==> src/design/me_pkg.sv <==
// Shared constants and types for the modular exponentiation block.
// No dependencies.
package me_pkg;

   localparam int FIELD_W = 64;

   typedef struct packed {
      logic start;
      logic reduce;
   } mm_ctrl_type;

endpackage

==> src/design/me_if.sv <==
// Request and response channel interfaces (valid/ready).
// Depends on me_pkg.
interface me_req_if;
   logic                        valid;
   logic                        ready;
   logic [me_pkg::FIELD_W-1:0]  base;
   logic [me_pkg::FIELD_W-1:0]  exponent;
   logic [me_pkg::FIELD_W-1:0]  modulus;

   modport source (output valid, base, exponent, modulus, input ready);
   modport sink (input valid, base, exponent, modulus, output ready);
endinterface

interface me_rsp_if;
   logic                        valid;
   logic                        ready;
   logic [me_pkg::FIELD_W-1:0]  power_result;
   logic                        zero_modulus;

   modport source (output valid, power_result, zero_modulus, input ready);
   modport sink (input valid, power_result, zero_modulus, output ready);
endinterface

==> src/design/me_mulmod.sv <==
// Bit-serial modular multiplier (shift-and-add) with a reduce mode (y mod m, MSB first).
// Depends on me_pkg.
module me_mulmod #(
   parameter int WIDTH = 64
) (
   input  logic                  clock,
   input  logic                  reset,
   input  me_pkg::mm_ctrl_type   ctrl,
   input  logic [WIDTH-1:0]      x_val,
   input  logic [WIDTH-1:0]      y_val,
   input  logic [WIDTH-1:0]      m_val,
   output logic                  done,
   output logic [WIDTH-1:0]      product
);

   localparam int CW = $clog2(WIDTH);

   logic [WIDTH-1:0] acc_ff, acc_in;
   logic [WIDTH-1:0] x_ff, x_in;
   logic [WIDTH-1:0] y_ff, y_in;
   logic [WIDTH-1:0] m_ff, m_in;
   logic [CW-1:0]    cnt_ff, cnt_in;
   logic             reduce_ff, reduce_in;
   logic             busy_ff, busy_in;
   logic             done_ff, done_in;

   logic [WIDTH:0]   dbl_src, dbl_diff, sum_raw, sum_diff;
   logic [WIDTH-1:0] dbl_mod, sum_mod;
   logic             last;

   // doubling: x in multiply mode, acc plus next bit in reduce mode
   assign dbl_src  = reduce_ff ? {acc_ff, y_ff[WIDTH-1]} : {x_ff, 1'b0};
   assign dbl_diff = dbl_src - {1'b0, m_ff};
   assign dbl_mod  = (dbl_src >= {1'b0, m_ff}) ? dbl_diff[WIDTH-1:0] : dbl_src[WIDTH-1:0];

   assign sum_raw  = {1'b0, acc_ff} + {1'b0, x_ff};
   assign sum_diff = sum_raw - {1'b0, m_ff};
   assign sum_mod  = (sum_raw >= {1'b0, m_ff}) ? sum_diff[WIDTH-1:0] : sum_raw[WIDTH-1:0];

   assign last = reduce_ff ? (cnt_ff == '0) : (y_ff[WIDTH-1:1] == '0);

   always_comb begin
      acc_in    = acc_ff;
      x_in      = x_ff;
      y_in      = y_ff;
      m_in      = m_ff;
      cnt_in    = cnt_ff;
      reduce_in = reduce_ff;
      busy_in   = busy_ff;
      done_in   = 1'b0;
      if (busy_ff) begin
         if (reduce_ff) begin
            acc_in = dbl_mod;
            y_in   = {y_ff[WIDTH-2:0], 1'b0};
            cnt_in = cnt_ff - CW'(1);
         end else begin
            if (y_ff[0]) begin
               acc_in = sum_mod;
            end
            x_in = dbl_mod;
            y_in = {1'b0, y_ff[WIDTH-1:1]};
         end
         if (last) begin
            busy_in = 1'b0;
            done_in = 1'b1;
         end
      end else if (ctrl.start) begin
         acc_in    = '0;
         x_in      = x_val;
         y_in      = y_val;
         m_in      = m_val;
         cnt_in    = CW'(WIDTH - 1);
         reduce_in = ctrl.reduce;
         busy_in   = 1'b1;
      end
   end

   always_ff @(posedge clock) begin
      acc_ff    <= acc_in;
      x_ff      <= x_in;
      y_ff      <= y_in;
      m_ff      <= m_in;
      cnt_ff    <= cnt_in;
      reduce_ff <= reduce_in;
      if (reset) begin
         busy_ff <= 1'b0;
         done_ff <= 1'b0;
      end else begin
         busy_ff <= busy_in;
         done_ff <= done_in;
      end
   end

   assign done    = done_ff;
   assign product = acc_ff;

endmodule

==> src/design/modular_exponentiation.sv <==
// channel  dir  fields                              transfer when
// req_if   in   base, exponent, modulus (64 each)   valid && ready
// rsp_if   out  power_result (64), zero_modulus     valid && ready
//
// One item at a time; the pace is set by the bit-serial multiplier, up to two products per exponent bit.
// The base is first reduced mod the modulus; a zero modulus goes straight to the result.
// Synchronous reset returns to idle with no response pending.
// The result register frees the engine; a new request is taken while a response stalls.
// Depends on me_pkg, me_if and me_mulmod.
module modular_exponentiation #(
   parameter int WIDTH = 64
) (
   input logic      clock,
   input logic      reset,
   me_req_if.sink   req_if,
   me_rsp_if.source rsp_if
);

   localparam int FW = me_pkg::FIELD_W;

   typedef enum logic [6:0] {
      ST_IDLE    = 7'b0000001,
      ST_REDUCE  = 7'b0000010,
      ST_EXP     = 7'b0000100,
      ST_MUL     = 7'b0001000,
      ST_SQR_CHK = 7'b0010000,
      ST_SQR     = 7'b0100000,
      ST_DONE    = 7'b1000000
   } state_type;

   state_type        state_ff, state_in;
   logic [WIDTH-1:0] b_ff, b_in;
   logic [WIDTH-1:0] e_ff, e_in;
   logic [WIDTH-1:0] m_ff, m_in;
   logic [WIDTH-1:0] r_ff, r_in;
   logic             zero_ff, zero_in;
   logic             out_valid_ff, out_valid_in;
   logic [WIDTH-1:0] out_result_ff, out_result_in;
   logic             out_zero_ff, out_zero_in;

   logic [WIDTH-1:0]    req_base, req_exp, req_mod;
   logic                req_xfer, out_load;
   me_pkg::mm_ctrl_type mm_ctrl;
   logic [WIDTH-1:0]    mm_x, mm_y, mm_m, mm_product;
   logic                mm_done;

   assign req_base = req_if.base[WIDTH-1:0];
   assign req_exp  = req_if.exponent[WIDTH-1:0];
   assign req_mod  = req_if.modulus[WIDTH-1:0];

   assign req_if.ready = (state_ff == ST_IDLE);
   assign req_xfer     = req_if.valid && req_if.ready;
   assign out_load     = (state_ff == ST_DONE) && (!out_valid_ff || rsp_if.ready);

   assign mm_x = (state_ff == ST_EXP) ? r_ff : b_ff;
   assign mm_y = (state_ff == ST_IDLE) ? req_base : b_ff;
   assign mm_m = (state_ff == ST_IDLE) ? req_mod : m_ff;

   always_comb begin
      state_in       = state_ff;
      b_in           = b_ff;
      e_in           = e_ff;
      m_in           = m_ff;
      r_in           = r_ff;
      zero_in        = zero_ff;
      mm_ctrl.start  = 1'b0;
      mm_ctrl.reduce = 1'b0;
      unique case (state_ff)
         ST_IDLE: begin
            if (req_xfer) begin
               b_in    = req_base;
               e_in    = req_exp;
               m_in    = req_mod;
               zero_in = (req_mod == '0);
               r_in    = WIDTH'(req_mod > WIDTH'(1));
               if (req_mod == '0) begin
                  state_in = ST_DONE;
               end else begin
                  mm_ctrl.start  = 1'b1;
                  mm_ctrl.reduce = 1'b1;
                  state_in       = ST_REDUCE;
               end
            end
         end
         ST_REDUCE: begin
            if (mm_done) begin
               b_in     = mm_product;
               state_in = ST_EXP;
            end
         end
         ST_EXP: begin
            if (e_ff[0]) begin
               mm_ctrl.start = 1'b1;
               state_in      = ST_MUL;
            end else begin
               state_in = ST_SQR_CHK;
            end
         end
         ST_MUL: begin
            if (mm_done) begin
               r_in     = mm_product;
               state_in = ST_SQR_CHK;
            end
         end
         ST_SQR_CHK: begin
            e_in = {1'b0, e_ff[WIDTH-1:1]};
            if (e_ff[WIDTH-1:1] == '0) begin
               state_in = ST_DONE;
            end else begin
               mm_ctrl.start = 1'b1;
               state_in      = ST_SQR;
            end
         end
         ST_SQR: begin
            if (mm_done) begin
               b_in     = mm_product;
               state_in = ST_EXP;
            end
         end
         ST_DONE: begin
            if (out_load) begin
               state_in = ST_IDLE;
            end
         end
         default: state_in = ST_IDLE;
      endcase
   end

   always_comb begin
      out_valid_in  = out_valid_ff;
      out_result_in = out_result_ff;
      out_zero_in   = out_zero_ff;
      if (rsp_if.valid && rsp_if.ready) begin
         out_valid_in = 1'b0;
      end
      if (out_load) begin
         out_valid_in  = 1'b1;
         out_result_in = r_ff;
         out_zero_in   = zero_ff;
      end
   end

   always_ff @(posedge clock) begin
      b_ff          <= b_in;
      e_ff          <= e_in;
      m_ff          <= m_in;
      r_ff          <= r_in;
      zero_ff       <= zero_in;
      out_result_ff <= out_result_in;
      out_zero_ff   <= out_zero_in;
      if (reset) begin
         state_ff     <= ST_IDLE;
         out_valid_ff <= 1'b0;
      end else begin
         state_ff     <= state_in;
         out_valid_ff <= out_valid_in;
      end
   end

   me_mulmod #(
      .WIDTH (WIDTH)
   ) u_mulmod (
      .clock   (clock),
      .reset   (reset),
      .ctrl    (mm_ctrl),
      .x_val   (mm_x),
      .y_val   (mm_y),
      .m_val   (mm_m),
      .done    (mm_done),
      .product (mm_product)
   );

   assign rsp_if.valid        = out_valid_ff;
   assign rsp_if.power_result = FW'(out_result_ff);
   assign rsp_if.zero_modulus = out_zero_ff;

endmodule

==> src/flat_wrapper.sv <==
// flat-port wrapper written by rule: the top's interface ports become plain ports
module modular_exponentiation_flat 
#(
   parameter int WIDTH = 64
)
  (clock, reset, req_if_valid, req_if_base, req_if_exponent, req_if_modulus, req_if_ready, rsp_if_valid, rsp_if_power_result, rsp_if_zero_modulus, rsp_if_ready);
  me_req_if req_if_i ();
  me_rsp_if rsp_if_i ();
  input logic clock;
  input logic reset;
  input wire logic [$bits(req_if_i.valid)-1:0] req_if_valid;
  input wire logic [$bits(req_if_i.base)-1:0] req_if_base;
  input wire logic [$bits(req_if_i.exponent)-1:0] req_if_exponent;
  input wire logic [$bits(req_if_i.modulus)-1:0] req_if_modulus;
  output wire logic [$bits(req_if_i.ready)-1:0] req_if_ready;
  output wire logic [$bits(rsp_if_i.valid)-1:0] rsp_if_valid;
  output wire logic [$bits(rsp_if_i.power_result)-1:0] rsp_if_power_result;
  output wire logic [$bits(rsp_if_i.zero_modulus)-1:0] rsp_if_zero_modulus;
  input wire logic [$bits(rsp_if_i.ready)-1:0] rsp_if_ready;
  assign req_if_i.valid = req_if_valid;
  assign req_if_i.base = req_if_base;
  assign req_if_i.exponent = req_if_exponent;
  assign req_if_i.modulus = req_if_modulus;
  assign req_if_ready = req_if_i.ready;
  assign rsp_if_valid = rsp_if_i.valid;
  assign rsp_if_power_result = rsp_if_i.power_result;
  assign rsp_if_zero_modulus = rsp_if_i.zero_modulus;
  assign rsp_if_i.ready = rsp_if_ready;
  modular_exponentiation #(.WIDTH(WIDTH)) u_core (.clock(clock), .reset(reset), .req_if(req_if_i), .rsp_if(rsp_if_i));
endmodule
==> config.mk <==
export PLATFORM = sky130hd
export DESIGN_NAME = modular_exponentiation_flat
export DESIGN_NICKNAME = d
export VERILOG_FILES = /design/src/design/me_pkg.sv /design/src/design/me_if.sv /design/src/design/me_mulmod.sv /design/src/design/modular_exponentiation.sv /design/src/flat_wrapper.sv
export SDC_FILE = /design/constraint.sdc
export NUM_CORES = 2
export LEC_CHECK = 0
export ABC_AREA = 1
export BUFFER_PORTS_ARGS = -buffer_cell sky130_fd_sc_hd__buf_2
export CAP_MARGIN = 20
export CORE_ASPECT_RATIO = 1.1
export CORE_MARGIN = 2
export CORE_UTILIZATION = 63
export DETAILED_ROUTE_END_ITERATION = 10
export MAX_ROUTING_LAYER = met4
export PLACE_DENSITY = 0.82
export SLEW_MARGIN = 10
export SYNTH_ARGS = -nofsm -noshare
export SYNTH_HDL_FRONTEND = slang
export SYNTH_SLANG_ARGS = --single-unit
==> constraint.sdc <==
create_clock -name clock -period 10.65 [get_ports clock]
set_input_delay 1.5975 -clock clock [delete_from_list [all_inputs] [get_ports clock]]
set_output_delay 1.5975 -clock clock [all_outputs]
set_load 0.03 [all_outputs]
---- After elaboration in Yosys (flattened, before gate mapping) ----
Cells that the tools add are included.
word-level totals
  ROM bits ................................ 0
  RAM bits ................................ 0
  input bits .............................. 196
  word-level logic and storage cells ...... 110
  memories kept ........................... 0
  output and inout bits ................... 67
  flip-flop bits (word level) ............. 595
  bits in latches ......................... 0
cells by class
  multiply operators ...................... 0
  magnitude comparators ................... 3
  multiplexer cells ....................... 46
  shift-type cells ........................ 0
  $add $sub $neg .......................... 4
  divide/modulo/power cells ............... 0
  equality and inequality tests ........... 14
  reduce and logical (&&, ||, !) cells .... 25
  bitwise operators ....................... 1
operators with widths
  kind                 count
  $mux 64              19
  $pmux 64 s2          3
  $ge 65x64->1         2
  $sub 64x64->64       2
  $logic_not 63->1     2
  $add 64x64->65       1
  $mux 65              1
  $gt 64x1->1 const B  1
  $logic_not 64->1     1
  $mux 7               6
  $pmux 7 s6           1
  $mux 6               3
  $reduce_and 2->1     6
  $reduce_bool 2->1    5
  $mux 1               9
  $ne 2x2->1 const B   4
  $eq 7x1->1 const B   1
  $eq 7x2->1 const B   1
  $eq 7x3->1 const B   1
  $eq 7x4->1 const B   1
  $eq 7x5->1 const B   1
  $eq 7x6->1 const B   1
  $eq 7x7->1 const B   1
  $logic_not 6->1      1
  other kinds (13)     19

---- Longest topological paths before layout ----
  word-level depth ........................ 6
  gate-level depth with buffers ........... 32
  mapped depth without buffers ............ 32

---- By module ----
Synthesis repeated with hierarchy kept, for this count alone.
second synthesis, totals
  cells, all modules ...................... 6501
  area total of the unflattened synthesis .. 45401.0 µm²
modules (own cells, without submodules)
  module                  cells an instance  area each (µm²)  times used  seq. area each (µm²)
  me_mulmod               5003               30177.7          1           7937.6
  modular_exponentiation  1498               15223.4          1           9829.4

---- Worst setup path before layout ----
OpenSTA, ideal clock, no wires.
  path type ............................... input-to-reg
  start point ............................. input req_if_valid
  end point ............................... register u_core.u_mulmod.acc_ff[0], in the netlist u_core.u_mulmod.product[0] (enable)
  required time ........................... 10.143 ns
  stages on the path ...................... 6
  arrival time ............................ 7.919 ns
  library setup time ...................... 0.507 ns
  path buffers ............................ 0
  path slack .............................. 2.224 ns
  path through ............................ inv_1 > nor2_1 > nand2_1 > nand3_1 > nor2_1 > a21oi_1
between the ends
  longest elaborated chain between the ends .. 5
ends and longest elaborated chain
  element                             line                          text
  from (decl)                         flat_wrapper.sv:11            input wire logic [$bits(req_if_i.valid)-1:0] req_if_valid;
  $logic_and 1x1->1                   modular_exponentiation.sv:52  assign req_xfer = req_if.valid && req_if.ready;
  $mux 2                              modular_exponentiation.sv:70  if (req_xfer) begin
  $pmux 1 s3                          modular_exponentiation.sv:68  unique case (state_ff)
  $reduce_bool 2->1 (no source line)  --
  $reduce_and 2->1 (no source line)   --
  to (signal assigned)                me_mulmod.sv:79               acc_ff <= acc_in;
  to (decl)                           me_mulmod.sv:18               logic [WIDTH-1:0] acc_ff, acc_in;
Every way passes these cells.
A chain may end at the register's enable or synchronous reset.

---- Worst setup path in the final report ----
  start point ............................. register u_core.u_mulmod.x_ff[2]
  end point ............................... register u_core.u_mulmod.acc_ff[22], in the netlist u_core.u_mulmod.product[22], data pin
between the ends
  longest elaborated chain between the ends .. 6
ends and longest elaborated chain
  element                                         line                              text
  from (decl)                                     me_mulmod.sv:19                   logic [WIDTH-1:0] x_ff, x_in;
  from (signal assigned)                          me_mulmod.sv:80                   x_ff <= x_in;
  $add 64x64->65                                  me_mulmod.sv:36                   assign sum_raw = {1'b0, acc_ff} + {1'b0, x_ff};
  $sub 64x64->64 or $ge 65x64->1 (tied branches)  me_mulmod.sv:37, me_mulmod.sv:38
  $mux 64                                         me_mulmod.sv:38                   assign sum_mod = (sum_raw >= {1'b0, m_ff}) ? sum_diff[WIDTH-1:0] : sum_raw[WIDTH-1:0];
  $mux 64                                         me_mulmod.sv:57                   if (y_ff[0]) begin
  $mux 64 (*)                                     me_mulmod.sv:52                   if (reduce_ff) begin
  $mux 64 (*)                                     me_mulmod.sv:51                   if (busy_ff) begin
Mark *: on every way between the ends. The rest lies on a longest branch, timed or not. The select of a mux whose other input is x is not followed.

==> out/qor.yml <==
run_status:
  status: "finished, final reports clean"
synthesis:
  synth_edf_count: 585
  synth_flop_cell: "edfxtp_1"
  yosysSeqAreaShare_pct: 39.4
  synth_top_area_share_pct: 38.9
  async_flop_share_pct: 0
  yosys_warnings: 0
  syn-instance-count: 6293
  synth_nets: 6686
  synth_top_area_cell: "edfxtp_1"
  ys_ff_latch: 595
  synth_area_per_cell_um2: 7.17
  syn_area_um2: 45100
  yosysUniqueCellTypes: 53
  synthTopCellsByArea: "edfxtp_1 (39%), nand2_1 (17%), inv_1 (9.0%)"
timing:
  max_slew_margin_pct: 16.3
  drv_slew: 0
  hold_viol_final: 0
  fin_skew_ns: 0.0419
  worst_pin_slew_ns: 1.25
  rsz0062_at_grt: "false"
  setup_violations: 0
  fin_setup_tns_ns: 0
  fin_crit_sh_pct: 60.4
  fin_ws_ns: 4.22
  period_minus_slack_ns: 6.43
  max_freq_ghz: 0.155
min_path:
  min_path_type: "reg2reg"
setup_path:
  critical_path_class: "reg2reg"
  crit_family: "simple AND/OR/NAND/NOR gates"
  cp-start-kind: "register"
  arrival_ns: 6.85
  endpoint_kind: "register"
  critical_path.slowest_cell: "nand2_4"
  cp_max_fo: 64
  worst-path-buf-inv: 2
  worst_ep_required_time_ns: 11.07
  slowest_delay_ns: 0.91
  cpMostUsedCell: "nand2_1"
flow_run:
  max-cap-violations: 0
placement:
  gp_congestion: 1.18
  dp_slack_ns: 4.67
  dp_hpwl_um: 138000
  portBuffers: 262
  place_area_um2: 47000
routing:
  wire_per_inst_um: 23.4
  route.vias.total: 45700
  firstDrtPassIters: 7
  drc: 0
  antenna_left: 0
  wl_um: 175000
  vias_per_cell: 6.12
  drt_iter0_drc: 8163
cts:
  root_buffer: "clkbuf_16"
  path_clk_slew_ns: 0.07
  cts_sinks: 595
  cts_resized: 0
  clockBufferDepth: 3
  h-tree-depth: 2
  cts_tree: "yes"
  insertion_delay_ns: 0.68
  cts_hold_buf: 0
  postCtsSetupBuffers: 0
  cts_buffers: 59
floorplanning:
  io_pins: 263
  row_count: 102
  design.core.area_um2: 70700
  die_y_um: 285
  die_w_um: 259
  fp.dieArea_um2: 73800
  start_util_pct: 63.8
grt:
  grt_pass1_wl_um: 253000
  grt_max_degree: 102
  grtUsageTotal_pct: 47.5
  grt_pass1_vias: 42600
  antenna_found_initial: 4
  gr-total-overflow: 0
cells_and_area:
  final_nets: 6865
  postLayoutCellArea_um2: 48900
  drive_above_1_share_pct: 9.31
  multi_input_area_um2: 22300
  regArea_um2: 17800
  syn_to_final_growth_pct: 8.44
  fill_cells: 5885
==> Yosys cell counts, types with 10 or more instances <==
cell type     n
nand2_1    2060
inv_1      1078
edfxtp_1    585
nor2_1      470
o21ai_0     411
a21oi_1     348
nand3_1     321
ha_1        194
clkbuf_1    109
nand3_2     105
nand4_1      75
xnor2_1      64
o221ai_1     60
nand3b_1     53
nor3_1       41
nor4_1       38
xor2_1       32
buf_2        28
nor2_2       26
inv_2        25
o21bai_1     25
nand3b_2     15
nand2_2      14
buf_1        11
buf_12       11
buf_6        11
o21ai_1      11
dfxtp_1      10
==> worst paths after layout <==
check                                                            endpoint  cells past startpoint  slack [ns]                               from
worst max register to register  u_core.u_mulmod.product[22]$_SDFFCE_PN0P_                     25        4.22  u_core.u_mulmod.x_ff[2]$_DFFE_PP_
worst min-delay path                 u_core.rsp_if.zero_modulus$_DFFE_PP_                      0        0.43           u_core.zero_ff$_DFFE_PP_
worst max-delay path            u_core.u_mulmod.product[22]$_SDFFCE_PN0P_                     25        4.22  u_core.u_mulmod.x_ff[2]$_DFFE_PP_
worst min register to register       u_core.rsp_if.zero_modulus$_DFFE_PP_                      0        0.43           u_core.zero_ff$_DFFE_PP_
==> state kept, by name, summed over array words and instances (netlist names), 6 cells and up <==
register,cells
u_core.rsp_if.power_result,64
u_core.u_mulmod.y_ff,64
u_core.state_ff,7
u_core.u_mulmod.m_ff,64
u_core.u_mulmod.x_ff,64
u_core.r_ff,64
u_core.m_ff,64
u_core.e_ff,64
u_core.u_mulmod.product,64
u_core.b_ff,64
u_core.u_mulmod.cnt_ff,6
==> cell type report <==
type | count | area share (%)
Inverter | 1104 | 8.47
Sequential cell | 595 | 36.3
Multi-Input combinational cell | 4417 | 45.6
Antenna cell | 7 | 0.0358
Clock inverter | 34 | 0.757
Clock buffer | 77 | 3.22
Timing Repair Buffer | 295 | 3.21
Tap cell | 936 | 2.39
==> cells by family (layout without fill, tap and decap cells) <==
| family | Yosys count | in the layout | synth area share [%] |
|---|---|---|---|
| buffers and inverters | 1281 | 1510 | 11.4 |
| other | 0 | 7 | 0 |
| adder cells (fa/ha/maj) | 197 | 197 | 5.51 |
| AND/OR/NAND/NOR | 3244 | 3244 | 31.3 |
| AO/OA/AOI/OAI | 880 | 880 | 10.5 |
| flip-flops | 595 | 595 | 39.4 |
| XOR/XNOR | 96 | 96 | 1.86 |
==> routing by layer <==
metal	track usage, %	vias to the layer above	part of all wire (%)
met5	-	-	0
met4	24.7	0	6.5
met3	11.8	587	14
met1	61.0	20800	37
met2	69.4	3547	42
li1	-	20700	-
==> layout by cell type, fill, tap and decap left out, types with 53 or more instances in the layout <==
cell type | Yosys | layout
a21oi_1 | 348 | 346
buf_2 | 28 | 262
clkbuf_16 | 0 | 59
edfxtp_1 | 585 | 585
ha_1 | 194 | 194
inv_1 | 1078 | 1075
nand2_1 | 2060 | 2056
nand3_1 | 321 | 321
nand3_2 | 105 | 105
nand3b_1 | 53 | 53
nand4_1 | 75 | 75
nor2_1 | 470 | 465
o21ai_0 | 411 | 410
o221ai_1 | 60 | 60
xnor2_1 | 64 | 64
==> per-stage QoR <==
step / hold slack, ns / instances / util, %
global route: 0.443 / 7462 / 69.2
global placement: 0.401 / 7346 / 66.4
finish: 0.427 / 7465 / 69.2
CTS: 0.423 / 7457 / 69.2
floorplan: 0.400 / 6293 / -
detailed placement: 0.408 / 7346 / 66.4
Power is not shown: default switching activity piles up to over one toggle a cycle in this logic, so the estimate is an artifact.
